## src/aa_circle_outline_column_top_macros.svh

```systemverilog
// assertion macros shared by the circle outline column block
`ifndef AA_CIRCLE_OUTLINE_COLUMN_TOP_MACROS_SVH
`define AA_CIRCLE_OUTLINE_COLUMN_TOP_MACROS_SVH

// same-cycle implication, clocked on aclk, off while aresetn is low
`define AACOL_ASSERT_IMP(name, ante, cons, msg) \
    name: assert property (@(posedge aclk) disable iff (!aresetn) (ante) |-> (cons)) \
        else $error(msg);

// next-cycle implication, clocked on aclk, off while aresetn is low
`define AACOL_ASSERT_NXT(name, ante, cons, msg) \
    name: assert property (@(posedge aclk) disable iff (!aresetn) (ante) |=> (cons)) \
        else $error(msg);

`endif

```

## src/aacol_pkg.sv

```systemverilog
// shared constants for the circle outline column block
package aacol_pkg;

    localparam int DEF_RADIUS_INT_BITS  = 10;
    localparam int DEF_RADIUS_FRAC_BITS = 8;
    localparam int DEF_COORD_BITS       = 16;

    localparam int COL_W     = 10;
    localparam int ALPHA_W   = 8;
    localparam int ALPHA_MAX = 255;
    localparam int BEATS     = 16;
    localparam int BEAT_W    = 4;

endpackage

```

## src/aa_circle_outline_column_top.sv

```systemverilog
// top level of the anti-aliased circle outline column block
// a request passes stage 1, stage 2, the square root stages and stage 3 before the output serializer
// each column inside the octant gives 16 pixels, one per cycle on the single result port while m_tready is high
// so a new column loads only as the last pixel of the previous one is taken; a column past the stop uses one slot
// the square root is one pipeline stage per result bit and takes a new column every cycle unless the pipeline stalls
// aresetn is synchronous, active low, and clears the valid bits and the pixel counter
`include "aa_circle_outline_column_top_macros.svh"

module aa_circle_outline_column_top #(
    parameter int RADIUS_INT_BITS  = aacol_pkg::DEF_RADIUS_INT_BITS,
    parameter int RADIUS_FRAC_BITS = aacol_pkg::DEF_RADIUS_FRAC_BITS,
    parameter int COORD_BITS       = aacol_pkg::DEF_COORD_BITS,
    localparam int RB              = RADIUS_INT_BITS + RADIUS_FRAC_BITS,
    localparam int OUT_W           = COORD_BITS + 1,
    localparam int IN_PK_W         = 2 * COORD_BITS + RB + aacol_pkg::COL_W,
    localparam int IN_TD_W         = ((IN_PK_W + 7) / 8) * 8,
    localparam int OUT_PK_W        = 2 * OUT_W + aacol_pkg::ALPHA_W,
    localparam int OUT_TD_W        = ((OUT_PK_W + 7) / 8) * 8
) (
    input  logic                aclk,
    input  logic                aresetn,
    input  logic                s_tvalid,
    output logic                s_tready,
    // center_x, center_y, radius, column
    input  logic [IN_TD_W-1:0]  s_tdata,
    output logic                m_tvalid,
    input  logic                m_tready,
    // pixel_x, pixel_y, coverage
    output logic [OUT_TD_W-1:0] m_tdata,
    // final_column
    output logic                m_tuser,
    output logic                m_tlast
);

    localparam int CB     = COORD_BITS;
    localparam int RF     = RADIUS_FRAC_BITS;
    localparam int RI     = RADIUS_INT_BITS;
    localparam int CW     = aacol_pkg::COL_W;
    localparam int AW     = aacol_pkg::ALPHA_W;
    localparam int BW     = aacol_pkg::BEAT_W;
    localparam int TW     = CW + 1;
    localparam int CMP_A  = (2 * RB > 2 * TW + 2 * RF - 1) ? 2 * RB : 2 * TW + 2 * RF - 1;
    localparam int CMP_B  = (CMP_A > 2 * CW + 2 * RF) ? CMP_A : 2 * CW + 2 * RF;
    localparam int CMP_W  = CMP_B + 1;
    localparam int ARI_A  = (OUT_W > RI + 1) ? OUT_W : RI + 1;
    localparam int ARI_W  = (ARI_A > CW) ? ARI_A : CW;
    localparam logic [BW-1:0] LAST_BEAT = BW'(aacol_pkg::BEATS - 1);

    // input unpack
    logic [CB-1:0] in_cx, in_cy;
    logic [RB-1:0] in_rad;
    logic [CW-1:0] in_col;
    logic [TW-1:0] in_t0, in_t1;

    assign in_cx  = s_tdata[CB-1:0];
    assign in_cy  = s_tdata[2*CB-1:CB];
    assign in_rad = s_tdata[2*CB+RB-1:2*CB];
    assign in_col = s_tdata[2*CB+RB+CW-1:2*CB+RB];
    assign in_t0  = {in_col, 1'b0} - TW'(1);
    assign in_t1  = {in_col, 1'b1};

    logic en;
    logic tail_take, ser_free, load, out_fire;

    // stage 1: squares
    logic            v1_reg;
    logic [CB-1:0]   cx1_reg, cy1_reg;
    logic [CW-1:0]   col1_reg;
    logic [2*RB-1:0] rsq1_reg;
    logic [2*CW-1:0] colsq1_reg;
    logic [2*TW-1:0] t0sq1_reg, t1sq1_reg;

    always_ff @(posedge aclk) begin
        if (!aresetn) begin
            v1_reg <= 1'b0;
        end else if (en) begin
            v1_reg <= s_tvalid;
        end
    end

    always_ff @(posedge aclk) begin
        if (en) begin
            cx1_reg    <= in_cx;
            cy1_reg    <= in_cy;
            col1_reg   <= in_col;
            rsq1_reg   <= in_rad * in_rad;
            colsq1_reg <= in_col * in_col;
            t0sq1_reg  <= in_t0 * in_t0;
            t1sq1_reg  <= in_t1 * in_t1;
        end
    end

    // stage 2: stop test and radicand
    logic [CMP_W-1:0] rsq_w, sub_w, stop0_w, stop1_w, rc_w;
    logic             in_stop, past_next;

    assign rsq_w     = CMP_W'(rsq1_reg);
    assign sub_w     = CMP_W'(colsq1_reg) << (2 * RF);
    assign stop0_w   = CMP_W'(t0sq1_reg) << (2 * RF - 1);
    assign stop1_w   = CMP_W'(t1sq1_reg) << (2 * RF - 1);
    assign in_stop   = (col1_reg == '0) || (stop0_w <= rsq_w);
    assign past_next = !(stop1_w <= rsq_w);
    assign rc_w      = (rsq_w > sub_w) ? (rsq_w - sub_w) : '0;

    logic            v2_reg, skip2_reg, fin2_reg;
    logic [CB-1:0]   cx2_reg, cy2_reg;
    logic [CW-1:0]   col2_reg;
    logic [2*RB-1:0] rc2_reg;

    always_ff @(posedge aclk) begin
        if (!aresetn) begin
            v2_reg <= 1'b0;
        end else if (en) begin
            v2_reg <= v1_reg;
        end
    end

    always_ff @(posedge aclk) begin
        if (en) begin
            skip2_reg <= !in_stop;
            fin2_reg  <= past_next;
            cx2_reg   <= cx1_reg;
            cy2_reg   <= cy1_reg;
            col2_reg  <= col1_reg;
            rc2_reg   <= rc_w[2*RB-1:0];
        end
    end

    // square root stages
    logic [RB:0]     rem_i  [0:RB-1];
    logic [RB-1:0]   root_i [0:RB-1];
    logic [2*RB-1:0] rad_i  [0:RB-1];
    logic [RB:0]     rem_o  [0:RB-1];
    logic [RB-1:0]   root_o [0:RB-1];
    logic [2*RB-1:0] rad_o  [0:RB-1];

    for (genvar k = 0; k < RB; k++) begin : g_sqrt
        if (k == 0) begin : g_head
            assign rem_i[k]  = '0;
            assign root_i[k] = '0;
            assign rad_i[k]  = rc2_reg;
        end else begin : g_body
            assign rem_i[k]  = rem_o[k-1];
            assign root_i[k] = root_o[k-1];
            assign rad_i[k]  = rad_o[k-1];
        end
        aacol_sqrt_step #(
            .ROOT_W(RB)
        ) u_step (
            .aclk    (aclk),
            .en      (en),
            .rem_in  (rem_i[k]),
            .root_in (root_i[k]),
            .rad_in  (rad_i[k]),
            .rem_out (rem_o[k]),
            .root_out(root_o[k]),
            .rad_out (rad_o[k])
        );
    end

    logic [RB-1:0] sv_reg, sskip_reg, sfin_reg;
    logic [CB-1:0] scx_reg  [0:RB-1];
    logic [CB-1:0] scy_reg  [0:RB-1];
    logic [CW-1:0] scol_reg [0:RB-1];

    always_ff @(posedge aclk) begin
        if (!aresetn) begin
            sv_reg <= '0;
        end else if (en) begin
            sv_reg <= {sv_reg[RB-2:0], v2_reg};
        end
    end

    always_ff @(posedge aclk) begin
        if (en) begin
            sskip_reg   <= {sskip_reg[RB-2:0], skip2_reg};
            sfin_reg    <= {sfin_reg[RB-2:0], fin2_reg};
            scx_reg[0]  <= cx2_reg;
            scy_reg[0]  <= cy2_reg;
            scol_reg[0] <= col2_reg;
            for (int k = 1; k < RB; k++) begin
                scx_reg[k]  <= scx_reg[k-1];
                scy_reg[k]  <= scy_reg[k-1];
                scol_reg[k] <= scol_reg[k-1];
            end
        end
    end

    // stage 3: split root, coverage
    logic [RB-1:0]   root_y;
    logic [RF-1:0]   frac;
    logic [RF:0]     one_m_f;
    logic [RF+8:0]   in_scaled, out_scaled;

    assign root_y     = root_o[RB-1];
    assign frac       = root_y[RF-1:0];
    assign one_m_f    = (RF+1)'(1 << RF) - {1'b0, frac};
    assign in_scaled  = ((RF+9)'(one_m_f) << 8) - (RF+9)'(one_m_f);
    assign out_scaled = ((RF+9)'(frac) << 8) - (RF+9)'(frac);

    logic          v3_reg, skip3_reg, fin3_reg;
    logic [CB-1:0] cx3_reg, cy3_reg;
    logic [CW-1:0] col3_reg;
    logic [RI-1:0] ip3_reg;
    logic [AW-1:0] ain3_reg, aout3_reg;

    always_ff @(posedge aclk) begin
        if (!aresetn) begin
            v3_reg <= 1'b0;
        end else if (en) begin
            v3_reg <= sv_reg[RB-1];
        end
    end

    always_ff @(posedge aclk) begin
        if (en) begin
            skip3_reg <= sskip_reg[RB-1];
            fin3_reg  <= sfin_reg[RB-1];
            cx3_reg   <= scx_reg[RB-1];
            cy3_reg   <= scy_reg[RB-1];
            col3_reg  <= scol_reg[RB-1];
            ip3_reg   <= root_y[RB-1:RF];
            ain3_reg  <= in_scaled[RF+AW-1:RF];
            aout3_reg <= out_scaled[RF+AW-1:RF];
        end
    end

    // pipeline advance and output serializer
    logic            ser_v_reg;
    logic [BW-1:0]   beat_reg;
    logic            fin_reg;
    logic [CB-1:0]   cx_reg, cy_reg;
    logic [CW-1:0]   col_reg;
    logic [RI-1:0]   ip_reg;
    logic [AW-1:0]   ain_reg, aout_reg;

    assign out_fire  = m_tvalid && m_tready;
    assign ser_free  = !ser_v_reg || (out_fire && beat_reg == LAST_BEAT);
    assign tail_take = v3_reg && (skip3_reg || ser_free);
    assign load      = v3_reg && !skip3_reg && ser_free;
    assign en        = !v3_reg || tail_take;
    assign s_tready  = en;

    always_ff @(posedge aclk) begin
        if (!aresetn) begin
            ser_v_reg <= 1'b0;
            beat_reg  <= '0;
        end else begin
            if (load) begin
                ser_v_reg <= 1'b1;
            end else if (out_fire && beat_reg == LAST_BEAT) begin
                ser_v_reg <= 1'b0;
            end
            if (out_fire) begin
                beat_reg <= beat_reg + BW'(1);
            end
        end
    end

    always_ff @(posedge aclk) begin
        if (load) begin
            fin_reg  <= fin3_reg;
            cx_reg   <= cx3_reg;
            cy_reg   <= cy3_reg;
            col_reg  <= col3_reg;
            ip_reg   <= ip3_reg;
            ain_reg  <= ain3_reg;
            aout_reg <= aout3_reg;
        end
    end

    // pixel of the current beat
    logic             outer, swap, xneg, yneg;
    logic [ARI_W-1:0] cxe, cye, cole, he, xoff, yoff, px, py;
    logic [AW-1:0]    cov;

    assign outer = beat_reg[BW-1];
    // points 4..7 and 12..15 swap the roles of column and height
    assign swap  = beat_reg[2];
    assign xneg  = beat_reg[1] ^ beat_reg[0];
    assign yneg  = beat_reg[1];
    assign cxe   = ARI_W'(signed'(cx_reg));
    assign cye   = ARI_W'(signed'(cy_reg));
    assign cole  = ARI_W'(col_reg);
    assign he    = ARI_W'(ip_reg) + ARI_W'(outer);
    assign xoff  = swap ? he : cole;
    assign yoff  = swap ? cole : he;
    assign px    = xneg ? (cxe - xoff) : (cxe + xoff);
    assign py    = yneg ? (cye - yoff) : (cye + yoff);
    assign cov   = outer ? aout_reg : ain_reg;

    assign m_tvalid = ser_v_reg;
    assign m_tdata  = OUT_TD_W'({cov, py[OUT_W-1:0], px[OUT_W-1:0]});
    assign m_tuser  = fin_reg;
    assign m_tlast  = (beat_reg == LAST_BEAT);

    logic [AW:0] alpha_sum;
    assign alpha_sum = {1'b0, ain_reg} + {1'b0, aout_reg};

    `AACOL_ASSERT_NXT(a_accept_enters, s_tvalid && s_tready, v1_reg, "accepted request lost at stage 1")
    `AACOL_ASSERT_NXT(a_tail_holds, v3_reg && !tail_take, v3_reg, "stalled column dropped at tail")
    `AACOL_ASSERT_NXT(a_load_starts, load, beat_reg == '0, "column does not start at first pixel")
    `AACOL_ASSERT_NXT(a_beat_holds, ser_v_reg && !m_tready, $stable(beat_reg), "pixel skipped under stall")
    `AACOL_ASSERT_IMP(a_alpha_pair, ser_v_reg, alpha_sum == 9'd255 || alpha_sum == 9'd254, "inner and outer coverage do not pair")

endmodule

```

## src/aacol_sqrt_step.sv

```systemverilog
// one registered bit step of the pipelined integer square root
module aacol_sqrt_step #(
    parameter int ROOT_W = aacol_pkg::DEF_RADIUS_INT_BITS + aacol_pkg::DEF_RADIUS_FRAC_BITS
) (
    input  logic                  aclk,
    input  logic                  en,
    input  logic [ROOT_W:0]       rem_in,
    input  logic [ROOT_W-1:0]     root_in,
    input  logic [2*ROOT_W-1:0]   rad_in,
    output logic [ROOT_W:0]       rem_out,
    output logic [ROOT_W-1:0]     root_out,
    output logic [2*ROOT_W-1:0]   rad_out
);

    localparam int SH_W = ROOT_W + 3;

    logic [SH_W-1:0] rem_sh;
    logic [SH_W-1:0] trial;
    logic [SH_W:0]   diff;
    logic            fits;

    logic [ROOT_W:0]     rem_reg;
    logic [ROOT_W-1:0]   root_reg;
    logic [2*ROOT_W-1:0] rad_reg;

    assign rem_sh = {rem_in, rad_in[2*ROOT_W-1 -: 2]};
    assign trial  = SH_W'({root_in[ROOT_W-2:0], 2'b01});
    assign diff   = {1'b0, rem_sh} - {1'b0, trial};
    assign fits   = !diff[SH_W];

    always_ff @(posedge aclk) begin
        if (en) begin
            rem_reg  <= fits ? diff[ROOT_W:0] : rem_sh[ROOT_W:0];
            root_reg <= {root_in[ROOT_W-2:0], fits};
            rad_reg  <= {rad_in[2*ROOT_W-3:0], 2'b00};
        end
    end

    assign rem_out  = rem_reg;
    assign root_out = root_reg;
    assign rad_out  = rad_reg;

endmodule
```

## config.mk

```make
export PLATFORM = sky130hd
export DESIGN_NAME = aa_circle_outline_column_top
export DESIGN_NICKNAME = d
export VERILOG_FILES = /design/src/aacol_pkg.sv /design/src/aa_circle_outline_column_top.sv /design/src/aacol_sqrt_step.sv
export VERILOG_INCLUDE_DIRS = /design/src /design/src/src
export SDC_FILE = /design/constraint.sdc
export NUM_CORES = 2
export LEC_CHECK = 0
export BUFFER_PORTS_ARGS = -buffer_cell sky130_fd_sc_hd__buf_2
export CORE_MARGIN = 5
export CORE_UTILIZATION = 63
export CTS_CLUSTER_SIZE = 28
export DETAILED_ROUTE_END_ITERATION = 12
export PLACE_DENSITY = 0.82
export SETUP_SLACK_MARGIN = 0.05
export SLEW_MARGIN = 20
export SYNTH_ARGS = -nofsm -noshare
export SYNTH_HDL_FRONTEND = slang
export SYNTH_SLANG_ARGS = --single-unit
```

## constraint.sdc

```tcl
create_clock -name aclk -period 85.9 [get_ports aclk]
set_input_delay 12.885 -clock aclk [delete_from_list [all_inputs] [get_ports aclk]]
set_output_delay 12.885 -clock aclk [all_outputs]
set_load 0.01 [all_outputs]
```

==> flow_metrics.py <==
metrics = {
    "sta": {
        "hold_viol": 0,
        "finalCritPeriodShare_pct": 31.60,
        "slew_viol_final": 0,
        "finalWorstSetupSlack_ns": 58.75,
        "fin_skew_ns": 0.03051,
        "worst_pin_slew_ns": 1.116,
        "fmax_ghz": 0.03684,
        "rsz0062_at_grt": "false",
        "tns_ns": 0,
        "period_minus_slack_ns": 27.15,
        "hold_ws_ns": 0.3964,
        "slew_headroom_pct": 25.60,
        "setup_violations": 0,
    },
    "setup_path": {
        "worstPathRequired_ns": 73.02,
        "cp-start-kind": "input pin",
        "path_max_fanout": 92,
        "arrival_ns": 14.26,
        "path_class": "input pin to output pin",
        "endpoint_kind": "output pin",
    },
    "synthesis": {
        "ys_seq_elements": 1932,
        "yosys.cell_types.count": 81,
        "yosysTopAreaCell": "edfxtp_1",
        "postSynthAreaPerCell_um2": 14.23,
        "synth-simple-area-share_pct": 7.002,
        "synth_area_um2": 90970,
        "async_flop_share_pct": 0,
        "yosysWarnings": 0,
        "synth_top_family_by_area": "adder cells",
        "synth_ff_type": "edfxtp_1",
        "synth_edf_count": 1906,
        "synth_xor_area_share_pct": 3.832,
        "synth_commonest_cells": "edfxtp_1, inv_1, ha_1, nand2_1, fa_1",
        "yosys.area_share.adder_pct": 15.15,
        "netlist_instances": 6391,
        "synth_seq_area_share_pct": 63.49,
        "synth_area_leaders": "edfxtp_1, fa_1, ha_1",
        "synth.top_cell.area_share_pct": 62.91,
        "synthMuxAreaShare_pct": 0.6010,
        "yosysMostFrequentCell": "edfxtp_1",
        "synth_compound_area_share_pct": 5.928,
    },
    "power_and_ir_drop": {
        "power.leakage_nw": 41.83,
        "p_switching_mw": 1.199,
        "p_sw_share_pct": 33.98,
        "clkPwrFrac_pct": 21.9,
        "p_int_mw": 2.329,
        "powerDensity_nw_per_um2": 35.41,
        "ir_worst_vdd_mv": 0.04835,
        "seqPwrFrac_pct": 40.6,
        "comb_power_share_pct": 37.5,
    },
    "place": {
        "io_buffers": 109,
        "gp_congestion": 0.9062,
        "place_area_um2": 93850,
        "placed_cells": 8343,
        "pre_cts_ws_ns": 58.78,
        "dp_hpwl_mm": 104.6,
    },
    "worst_hold_path": {
        "hold_class": "register to register",
    },
    "cts": {
        "hold_buffers": 0,
        "clk_pin_slew_ns": 0.06,
        "cts_tree": "yes",
        "cts-root-buf": "clkbuf_16",
        "clk_latency_ns": 0.82,
        "post_cts_resized": 0,
        "cts.sinks": 1932,
        "cts_setup_buffers": 0,
        "cts_buffer_depth": 3,
        "cts_buffers": 180,
        "h-tree-depth": 4,
    },
    "final_layout": {
        "seqCellArea_um2": 57760,
        "drive_above_1_share_pct": 7.209,
        "nFillCells": 9130,
        "area_growth_syn_to_layout_pct": 9.534,
        "fin_cells": 8675,
        "largest_reg_flops": 301,
        "nets": 7572,
        "final_area_um2": 99650,
        "multi_input_area_um2": 29630,
    },
    "grt": {
        "grt_usage_pct": 21.08,
        "grt_first_pass_wirelength_mm": 257.1,
        "grt_overflow": 0,
        "grt_max_degree": 217,
        "antenna_found_initial": 0,
        "grt_pass1_vias": 50570,
    },
    "die": {
        "rows": 139,
        "die-area_um2": 152100,
        "chipHeight_um": 390.0,
        "boundaryPins": 120,
        "dieWidth_um": 390.0,
        "core_area_um2": 143500,
        "start_util_pct": 63.41,
    },
    "drt": {
        "drc": 0,
        "detail-route-antenna-nets": 0,
        "via_per_inst": 5.548,
        "drt_iter0_drc": 3316,
        "routedWlPerCell_um": 18.18,
        "dr.pass1.iters": 6,
        "routed_wl_mm": 157.7,
        "num_vias": 48130,
    },
    "status": {
        "status": "completed",
    },
    "flow_run": {
        "drv_cap": 0,
    },
}
## metrics by stage
stage                     power [mW]  utilization [%]
final                          3.529            69.45
after detailed placement       2.744            65.41
after floorplan                2.409                -
after global routing           3.768            69.45
after global placement         2.682            65.41
after CTS                      3.546            69.42
## layer usage
layer / routed length, um / global-route usage [%]
met1: 58280 / 23.73
met2: 86050 / 39.48
met3: 6055 / 3.062
met4: 7331 / 9.681
met5: 0 / 0
## logic make-up after synthesis
group                    count (synthesis)
multiplexers                            50
buffers and inverters                  962
AO/OA/AOI/OAI                          844
AND/OR/NAND/NOR                       1323
XOR/XNOR                               398
adder cells (fa/ha/maj)                881
flip-flops                            1932
other                                    1
## cells in the final DEF, fill, tap and decap left out, types with 171 or more instances in the layout
cell type     n
edfxtp_1   1906
inv_1       856
o21ai_0     189
xnor2_1     227
clkbuf_16   180
xor2_1      171
fa_1        367
ha_1        514
nand2_1     396
a21oi_1     226
nor2_1      318
## power by group through the flow
stage          clock [mW]  sequential [mW]  combinational (mW)
3_5_place_dp            0             1.45                1.30
5_1_grt             0.833             1.45                1.48
4_1_cts             0.791             1.43                1.32
6_report            0.773             1.43                1.32
3_3_place_gp            0             1.43                1.25
2_1_floorplan           0             1.40                1.01
## final cells by class
type | count | area share (%)
diodes | 3 | 0.007534
clock inverters | 111 | 1.084
repair buffers | 142 | 0.8739
inverters | 863 | 3.258
multi-input cells | 3504 | 29.74
well taps | 1903 | 2.389
clock buffers | 217 | 4.690
flip-flops and latches | 1932 | 57.96
## final timing paths
| check | from | cells after the start | end | slack [ns] |
|---|---|---|---|---|
| setup / recovery | m_tready | 7 | s_tready | 58.75 |
| hold / removal | sskip_reg[6] | 0 | sskip_reg[7] | 0.40 |
| setup reg to reg | beat_reg[1] | 12 | g_sqrt[2].u_step.rem_out[4] | 79.70 |
| hold reg to reg | sskip_reg[6] | 0 | sskip_reg[7] | 0.40 |
## worst max-delay path, cell delays in order
cell and delay, ns:
buf_2 0.11, nand2_1 0.11, nand2_1 0.12, nor2_1 0.05, buf_4 0.21, inv_8 0.46, buf_2 0.25
Power figures use the tool's default switching activity.
